[src/rtl/ssp_ram.sv]
// Generic simple dual-port RAM: one write port, one read port with registered data.
// No dependencies.
module ssp_ram #(
    parameter int WIDTH  = 8,
    parameter int DEPTH  = 16,
    parameter int ADDR_W = (DEPTH > 1) ? $clog2(DEPTH) : 1
) (
    input  logic              clk,
    input  logic              we,
    input  logic [ADDR_W-1:0] waddr,
    input  logic [WIDTH-1:0]  wdata,
    input  logic [ADDR_W-1:0] raddr,
    output logic [WIDTH-1:0]  rdata
);

    logic [WIDTH-1:0] mem [DEPTH];

    always_ff @(posedge clk)
    begin
        if (we)
        begin
            mem[waddr] <= wdata;
        end
        rdata <= mem[raddr];
    end

endmodule

[config.mk]
export PLATFORM = sky130hd
export DESIGN_NAME = ssp_ram
export DESIGN_NICKNAME = d
export VERILOG_FILES = /design/src/rtl/ssp_ram.sv
export SDC_FILE = /design/constraint.sdc
export NUM_CORES = 1
export LEC_CHECK = 0
export BUFFER_PORTS_ARGS = -buffer_cell sky130_fd_sc_hd__clkbuf_2
export CAP_MARGIN = 20
export CORE_MARGIN = 5
export CORE_UTILIZATION = 50
export DETAILED_ROUTE_END_ITERATION = 10
export PLACE_DENSITY = 0.67
export SLEW_MARGIN = 40
export SYNTH_ARGS = -nofsm -noshare
export SYNTH_HDL_FRONTEND = slang
export SYNTH_SLANG_ARGS = --single-unit
[constraint.sdc]
create_clock -name clk -period 2.44 [get_ports clk]
set_input_delay 0.122 -clock clk [delete_from_list [all_inputs] [get_ports clk]]
set_output_delay 0.122 -clock clk [all_outputs]
set_load 0.02 [all_outputs]
-- After elaboration in Yosys (flattened, before gate mapping)
Memory sizes are Yosys's and may differ from the RTL's. A register that Yosys moved wholly into a read port is not among the register bits.
Cells that the tools add are included.
- input port bits: 18
- memory bits (writable): 128
- flip-flop bits (word level): 0
- word-level logic and storage cells: 3
- memories kept: 1
- output and inout bits: 8
- multiplexer cells: 2
- memory list (name ; depth ; bits a word ; read ports ; clocked after memory_dff ; write ports ; line ; source):
    mem ; 16 ; 8 ; 1 ; 1 ; 1 ; 16 ; logic [WIDTH-1:0] mem [DEPTH];
- operator list (operator ; number):
    $mux W1 ; 2

-- Longest topological paths before layout
- depth after elaboration: 2
- mapped depth: 5

-- Least setup slack after synthesis
Ideal clock, no wire load.
- path kind: input to register
- start: input waddr[2]
- end: memory mem[0][0], enable pin
- setup time: 0.383 ns
- buffers on the path: 0
- path slack: 0.825 ns
- arrival time: 1.232 ns
- data required time: 2.057 ns
- stages: 2
- cell sequence: or3b_2 -> nor3_1
- RTL lines (what ; line ; source):
    from (decl) ; 10 ; input logic [ADDR_W-1:0] waddr,
    to (decl) ; 16 ;
No word-level cell before the write port.

==> results.cfg <==
[global_routing]
grt_use_total_pct = 16.7
grt_max_degree = 33
grt_pass1_vias = 2605
grt_overflow = 0
grt_first_pass_wirelength_um = 14900
antenna_found_initial = 0

[yosys]
ys_warn_count = 0
netlist_area_mm2 = 0.00515
ys_types = 19
synthMuxAreaShare_pct = 15.0
ys_ff_latch = 136
synthFlopType = edfxtp_1
syn_avg_cell_area_um2 = 22.5
synth-compound-area-share_pct = 2.33
syn-num-nets = 247
synth_top_family_by_area = multiplexers
synthSimpleGateAreaFrac_pct = 3.18
syn_inst = 229
async_flop_share_pct = 0
yosysSeqAreaShare_pct = 77.8
synthAdderAreaFrac_pct = 0
synth_edf_count = 128
yosys.area_share.xor_xnor_pct = 0

[pwr]
power_density_mw_per_mm2 = 857
p_seq_share_pct = 50.9
swShare_pct = 19.9
p_clk_share_pct = 44.2
p_leak_uw = 0.00204
p_comb_share_pct = 4.9
p_int_uw = 4140
netSwitchingPower_uw = 1030
ir_drop_uv = 430

[routing]
num_vias = 2439
drc = 0
drt_iter0_drc = 194
routed_wl_um = 9490
route.detailed.wl_per_inst_um = 22.2
ant_nets = 0
viasPerCell = 5.70
dr.pass1.iters = 4

[sta]
drv_slew = 0
post-route-min-period_ns = 1.43
slew_headroom_pct = 45.0
fin_setup_tns_ns = 0
worst_pin_slew_ns = 0.822
worst_hold_slack_ns = 0.0264
setup_violations = 0
period_share_pct = 58.6
max_freq_mhz = 700
rsz0062_at_grt = false
skew_ns = 0.00869
finalHoldViolations = 0

[setup_path]
required_ns = 2.83
critPathMaxFanout = 1
crit_type = register to register
worst_ep_arrival_time_ns = 1.82
critPathCaptureType = register
start_kind = register

[cts]
cts_hold_buf = 0
clock_path_buffers = 2
post_cts_resized = 0
clock_latency_ns = 0.52
cts_tree = done
cts_setup_buffers = 0
cts_root_buffer = clkbuf_8
htree_levels = 4
cts_num_sinks = 136
cts-buffers-inserted = 17
path_clk_slew_ns = 0.06

[cells_and_area]
diodes = 0
area_growth_pct = 17.1
layout.nets = 297
drive_above_1_share_pct = 29.5
n_fill_cell = 757
design_area_mm2 = 0.00603
utilization_pct = 59.2
ff_latch_area_mm2 = 0.00400
multi_input_area_mm2 = 0.00106

[placed_design]
io_buffers = 25
dp_hpwl_um = 6020
gp_congestion = 0.724
placed_area_mm2 = 0.00549

[floorplanning]
core_region_area_mm2 = 0.0102
row_count = 37
fp.dieW_um = 111
fp.dieH_um = 111
die_area_mm2 = 0.0124
boundaryPins = 26
floorplan.initialDensity_pct = 50.5

[min_path]
min_path_type = input port to register

[flow_run]
timing.max_cap.violations = 0

[status]
status = completed
## per-layer routing
metal | global-route usage, % | vias to the layer above | part of all wire [%]
li1 | - | 1073 | -
met3 | 4.51 | 6 | 6.0
met2 | 27.6 | 80 | 52
met4 | 7.06 | 0 | 0.98
met5 | 0 | - | 0
met1 | 21.0 | 1280 | 41
## registers in the layout, indices dropped and copies added, names as in the netlist
name	flops
rdata	8
mem	128
## cells by family (layout without fill, tap and decap cells)
kind of cell | after synthesis | count (layout)
compound gates | 16 | 16
buf+inv | 10 | 73
flops | 136 | 136
mux | 32 | 32
simple gates | 35 | 35
## final cells by class
cell class,count,area share [%]
sequential,136,66.4
multi-input combinational,83,17.7
clock buffer,19,6.99
timing repair buffer,41,4.27
tap,136,2.82
clock inverter,13,1.85
## layout by cell type, fill, tap and decap left out
cell type,count
buf_12,1
and2_1,1
clkbuf_2,25
nor2_2,3
dfxtp_1,8
edfxtp_1,128
nand2b_1,2
mux4_1,14
nor3_1,4
nand3_1,1
nand2_1,9
clkbuf_16,16
mux4_2,18
clkinv_1,7
and2b_1,1
or3b_2,1
clkbuf_1,2
nand3b_1,2
clkinvlp_4,2
clkbuf_8,1
a22oi_1,16
buf_4,15
bufinv_16,2
nor2b_1,1
nor2_1,10
clkinv_2,2
## worst paths after layout
check | startpoint | endpoint | slack, ns | cells past startpoint
worst max-delay path | mem[9][3] | rdata[3] | 1.01 | 3
worst min-delay path | wdata[2] | mem[6][2] | 0.03 | 1
worst max register to register | mem[9][3] | rdata[3] | 1.01 | 3
worst min register to register | mem[15][4] | rdata[4] | 0.67 | 3
## worst max-delay path, cell delays in order, from the launching register on
cell and delay [ns]:
edfxtp_1 0.35, mux4_1 0.53, a22oi_1 0.34, nand2_1 0.09
## through the flow
step | power (uW) | setup WS, ns | std cells
2_1_floorplan | 2820 | 0.825 | 229
3_3_place_gp | 2920 | 0.622 | 396
3_5_place_dp | 2930 | 0.578 | 396
4_1_cts | 5200 | 1.00 | 428
5_1_grt | 5340 | 0.946 | 428
6_report | 5160 | 1.01 | 428
## cells in the mapped netlist, types with 2 or more instances
cell	number	area share, %
a22oi_1	16	2.3
buf_2	3	0.29
buf_6	3	0.66
clkdlybuf4s25_2	3	0.58
dfxtp_1	8	3.1
edfxtp_1	128	75
mux4_1	14	7.1
mux4_2	18	7.9
nand2_1	9	0.66
nand2b_1	2	0.24
nand3b_1	2	0.29
nor2_1	13	0.95
nor3_1	4	0.39
## power by group through the flow
stage          clock [uW]  combinational, uW  sequential, uW
3_5_place_dp            0                255            2680
6_report             2280                252            2630
2_1_floorplan           0                133            2690
5_1_grt              2440                274            2630
4_1_cts              2320                256            2630
3_3_place_gp            0                251            2670
(Power assumes the default switching activity.)
