==> config.mk <==
export PLATFORM = sky130hd
export DESIGN_NAME = ssp_relax_alu
export DESIGN_NICKNAME = d
export VERILOG_FILES = /design/src/rtl/ssp_pkg.sv /design/src/rtl/ssp_relax_alu.sv
export SDC_FILE = /design/constraint.sdc
export NUM_CORES = 1
export LEC_CHECK = 0
export ABC_AREA = 1
export BUFFER_PORTS_ARGS = -buffer_cell sky130_fd_sc_hd__buf_2
export CORE_AREA = 2 2 75 77
export DETAILED_ROUTE_END_ITERATION = 7
export DIE_AREA = 0 0 77 79
export PLACE_DENSITY = 0.95
export SLEW_MARGIN = 0
export SYNTH_ARGS = -nofsm -noshare
export SYNTH_HDL_FRONTEND = slang
export SYNTH_SLANG_ARGS = --single-unit
==> constraint.sdc <==
create_clock -name vclk -period 4.9
set_input_delay 0 -clock vclk [all_inputs]
set_output_delay 0 -clock vclk [all_outputs]
set_load 0.05 [all_outputs]
==> src/rtl/ssp_pkg.sv <==
// Shared definitions for the single-source shortest path unit.
// Holds field widths, request and register codes and the relax datapath structs.
// No dependencies.
package ssp_pkg;

    localparam int MAX_VERTICES_DEF = 64;
    localparam int MAX_EDGES_DEF    = 1024;

    // Field widths fixed by the interface.
    localparam int VERTEX_W   = 6;
    localparam int COST_W     = 16;
    localparam int DIST_W     = 32;
    localparam int REQ_W      = 2;
    localparam int VC_W       = 7;
    localparam int VX_W       = 8;
    localparam int EDGE_W     = 2 * VERTEX_W + COST_W;
    localparam int DENTRY_W   = DIST_W + 1;

    localparam int S_TDATA_W  = 32;
    localparam int S_TUSER_W  = 8;
    localparam int M_TDATA_W  = 40;
    localparam int M_TUSER_W  = 8;

    localparam int CFG_IDX_W  = 2;
    localparam int CFG_DATA_W = 7;

    localparam logic [REQ_W-1:0] REQ_ADD_EDGE = 2'd0;
    localparam logic [REQ_W-1:0] REQ_CLEAR    = 2'd1;
    localparam logic [REQ_W-1:0] REQ_RUN      = 2'd2;

    localparam logic [CFG_IDX_W-1:0] REG_VERTEX_COUNT  = 2'd0;
    localparam logic [CFG_IDX_W-1:0] REG_SOURCE_VERTEX = 2'd1;

    localparam logic [VC_W-1:0]     VERTEX_COUNT_RESET  = 7'd64;
    localparam logic [VERTEX_W-1:0] SOURCE_VERTEX_RESET = 6'd0;

    typedef struct packed {
        logic [DIST_W-1:0] tail_dist;
        logic [COST_W-1:0] cost;
        logic [DIST_W-1:0] head_dist;
        logic              head_reached;
    } relax_in_t;

    typedef struct packed {
        logic              update;
        logic [DIST_W-1:0] cand;
    } relax_out_t;

endpackage

==> src/rtl/ssp_relax_alu.sv <==
// Relaxation unit: candidate distance and signed improvement test for one edge.
// Depends on ssp_pkg.
module ssp_relax_alu (
    input  ssp_pkg::relax_in_t  relax_in,
    output ssp_pkg::relax_out_t relax_out
);

    logic [ssp_pkg::DIST_W-1:0] cand;

    assign cand = relax_in.tail_dist
                + {{(ssp_pkg::DIST_W - ssp_pkg::COST_W){relax_in.cost[ssp_pkg::COST_W-1]}},
                   relax_in.cost};

    // A head that has never been reached takes any candidate.
    assign relax_out.cand   = cand;
    assign relax_out.update = !relax_in.head_reached
                            || ($signed(cand) < $signed(relax_in.head_dist));

endmodule

==> After elaboration in Yosys (flattened, before gate mapping) <==
Index checks and enable logic that the tools add are counted.
{ "classes": {"addsub": 1, "n_lt_le_gt_ge": 1, "n_reduce_logical": 2} }
{ "op_table": {"columns": ["operator", "count"], "rows": [
  ["$add A32 B32 Y32", 1],
  ["$lt A32 B32 Y1", 1],
  ["$logic_not A1 Y1", 1],
  ["$logic_or A1 B1 Y1", 1]
]} }
{ "totals": {"reg_bits": 0, "in_bits": 81} }

==> Longest topological paths before layout <==
{ "depth": {"depth_word": 3, "mapped_depth": 21, "mapped_depth_nobuf": 21} }

==> Worst setup path before layout <==
No wires, ideal clock.
{ "synth_path": {"path_kind": "input port to output port", "startpoint": "in relax_in[33] (netlist bit)", "endpoint": "out relax_out[32] (netlist bit)", "t_arrival_ps": 3185, "required_time_ps": 4900, "path_slack_ps": 1715, "cell_stages": 20, "n_path_buf": 0, "cell_sequence": "ha_1 -> fa_1 -> nand3_1 -> nand2_2 -> nand3_2 -> nand2_2 -> nand3_2 -> nand2_2 -> xor2_1 -> ha_1 -> nand2_1 -> inv_1 -> nand3_1 -> inv_1 -> a21oi_1 -> nand2_1 -> nand2_1 -> nand2_1 -> nand2_1 -> nand3_1"} }
{ "synth_rtl": {"columns": ["item", "line_no", "rtl"], "rows": [
  ["start: declaration", "ssp_relax_alu.sv:4", "input ssp_pkg::relax_in_t relax_in,"],
  ["end: declaration", "ssp_relax_alu.sv:5", "output ssp_pkg::relax_out_t relax_out"]
]} }

==> flow_summary.json <==
{
  "antenna_found_initial": 0,
  "finalHoldViolations": 0,
  "io_pins": 114,
  "synth_cell_type_count": 32,
  "end_kind": "output port",
  "setup.worst_path.start_class": "input pin",
  "criticalPathCategory": "input pin to output port",
  "ys_top_cells_by_count": "115 x nand2_1, 75 x inv_1, 62 x ha_1, 47 x a21oi_1, 34 x nor2_1",
  "post_cts_buffers": 0,
  "hold_slack_ns": 0.3363,
  "yosysTopAreaCellShare": 0.2693,
  "slew_headroom": 0.6842,
  "netlist_area_um2": 2880,
  "grt_use_total": 0.2930,
  "post_cts_resized": 0,
  "die_x_um": 77,
  "synth_most_common_cell": "nand2_1",
  "globalplace.congestion": 0.9816,
  "fin_crit_sh": 0.6211,
  "required_ns": 4.90,
  "coreArea_um2": 5338,
  "grt_max_degree": 18,
  "start_util": 0.5396,
  "multi_input_area_um2": 2576,
  "finalSetupViolations": 0,
  "diodes": 0,
  "fmax_mhz": 328.6,
  "num_vias": 3604,
  "seq_cells": 0,
  "syn_inst": 476,
  "drc": 0,
  "min_path_type": "input pin to output port",
  "portBuffers": 114,
  "yosysSeqAreaShare": 0,
  "drt-pass1-iter-count": 5,
  "grt_pass1_vias": 3457,
  "crit_path_max_fanout": 17,
  "syn_nets": 620,
  "drt_first_iter_violations": 291,
  "rsz0062_at_grt": "false",
  "nets": 736,
  "routed_wl_um": 9154,
  "hpwl_um": 8243,
  "p_leak_nw": 2.050,
  "synth.avg_cell_area_um2": 6.051,
  "yosys-top-cells-area": "ha_1 27%, nand2_1 15%, inv_1 9.8%",
  "synth.largest_area_cell": "ha_1",
  "wl_per_cell_um": 13.83,
  "area_growth_pct": 22.94,
  "seqCellArea_um2": 0,
  "crit_arrival_ns": 3.04,
  "fin_crit_ns": 3.044,
  "dieArea_um2": 6083,
  "cts.hold.buffers_added": 0,
  "yosysWarnings": 0,
  "clkbuf_count": 0,
  "setup_tns_ns": 0,
  "drive_gt1_frac": 0.2881,
  "grt_pass1_wl_um": 15060,
  "dieHeight_um": 79,
  "via_per_inst": 5.444,
  "maxCapViolations": 0,
  "status": "finished clean",
  "worstMarginPinSlew_ns": 0.4701,
  "num-fill-cells": 516,
  "power.density_nw_per_um2": 208.8,
  "ant_nets": 0,
  "finalMaxSlewViolations": 0,
  "rows": 27,
  "peakVddDrop_v": 0.0001783,
  "overflow": 0
}
## power breakdown
| part | internal [mW] | total, mW | switching (mW) |
|---|---|---|---|
| logic | 0.218 | 0.739 | 0.521 |
| registers | 0 | 0 | 0 |
| clock network | 0 | 0 | 0 |
| total | 0.218 | 0.739 | 0.521 |
## cell type report
class              count  share of cell area
inverters             81             0.08587
well taps             72             0.02544
multi-input cells    395              0.7276
repair buffers       114              0.1611
## final timing paths
check	startpoint	to	slack [ns]	depth (start not counted)
hold / removal	relax_in[0]	relax_out[32]	0.34	3
setup / recovery	relax_in[48]	relax_out[32]	1.86	18
## placed cells by master, fill, tap and decap left out, types with 2 or more instances in the layout
cell type | netlist | layout
xnor2_1 | 5 | 5
xor2_1 | 16 | 16
a21o_1 | 3 | 3
nand2_2 | 14 | 14
a21oi_2 | 8 | 8
nand3_2 | 8 | 8
inv_2 | 6 | 6
o21ai_2 | 2 | 2
nand4_1 | 7 | 7
nand2_1 | 115 | 115
nor3_2 | 4 | 4
nor2_1 | 34 | 34
nor2_2 | 7 | 7
o21ai_0 | 10 | 10
o21ai_1 | 8 | 8
inv_1 | 75 | 75
a21oi_1 | 47 | 47
ha_1 | 62 | 62
nor3_1 | 8 | 8
o21bai_1 | 7 | 7
nand3_1 | 19 | 19
buf_2 | 0 | 114
## cells by family (layout without fill, tap and decap cells)
kind of cell	count (synthesis)	count (layout)	share of synthesized area
AO/OA/AOI/OAI	91	91	0.1924
buffers and inverters	81	195	0.1056
XOR/XNOR	21	21	0.06386
AND/OR/NAND/NOR	220	220	0.3619
adder cells (fa/ha/maj)	63	63	0.2763
## through the flow
step	instances	setup WS [ns]	instance area, um^2	power, mW	utilization
after floorplan	476	1.715	2880	0.5455	-
after global placement	662	1.896	3541	0.7108	0.6634
after detailed placement	662	1.927	3541	0.7300	0.6634
after CTS	662	1.929	3541	0.7325	0.6634
after global routing	662	1.502	3541	0.7998	0.6634
final	662	1.856	3541	0.7392	0.6634
## per-layer routing
metal / part of all wire / GRT usage
met2: 0.49 / 0.5614
met1: 0.44 / 0.3808
met4: 0.0021 / 0.01786
met3: 0.071 / 0.01136
met5: 0 / 0
## critical path: stages
cell and delay, ns:
buf_2 0.24, ha_1 0.41, nand2_1 0.13, nor2_1 0.29, inv_1 0.14, nor3_1 0.17, o21ai_1 0.15, nand4_1 0.11
nand2_1 0.10, ha_1 0.31, a21oi_1 0.18, o21ai_0 0.11, nand2_1 0.07, o211ai_1 0.08, nor2_1 0.13, nand3_1 0.09
nand3_1 0.08, buf_2 0.25
No activity file was read; power rests on OpenSTA's default activity.
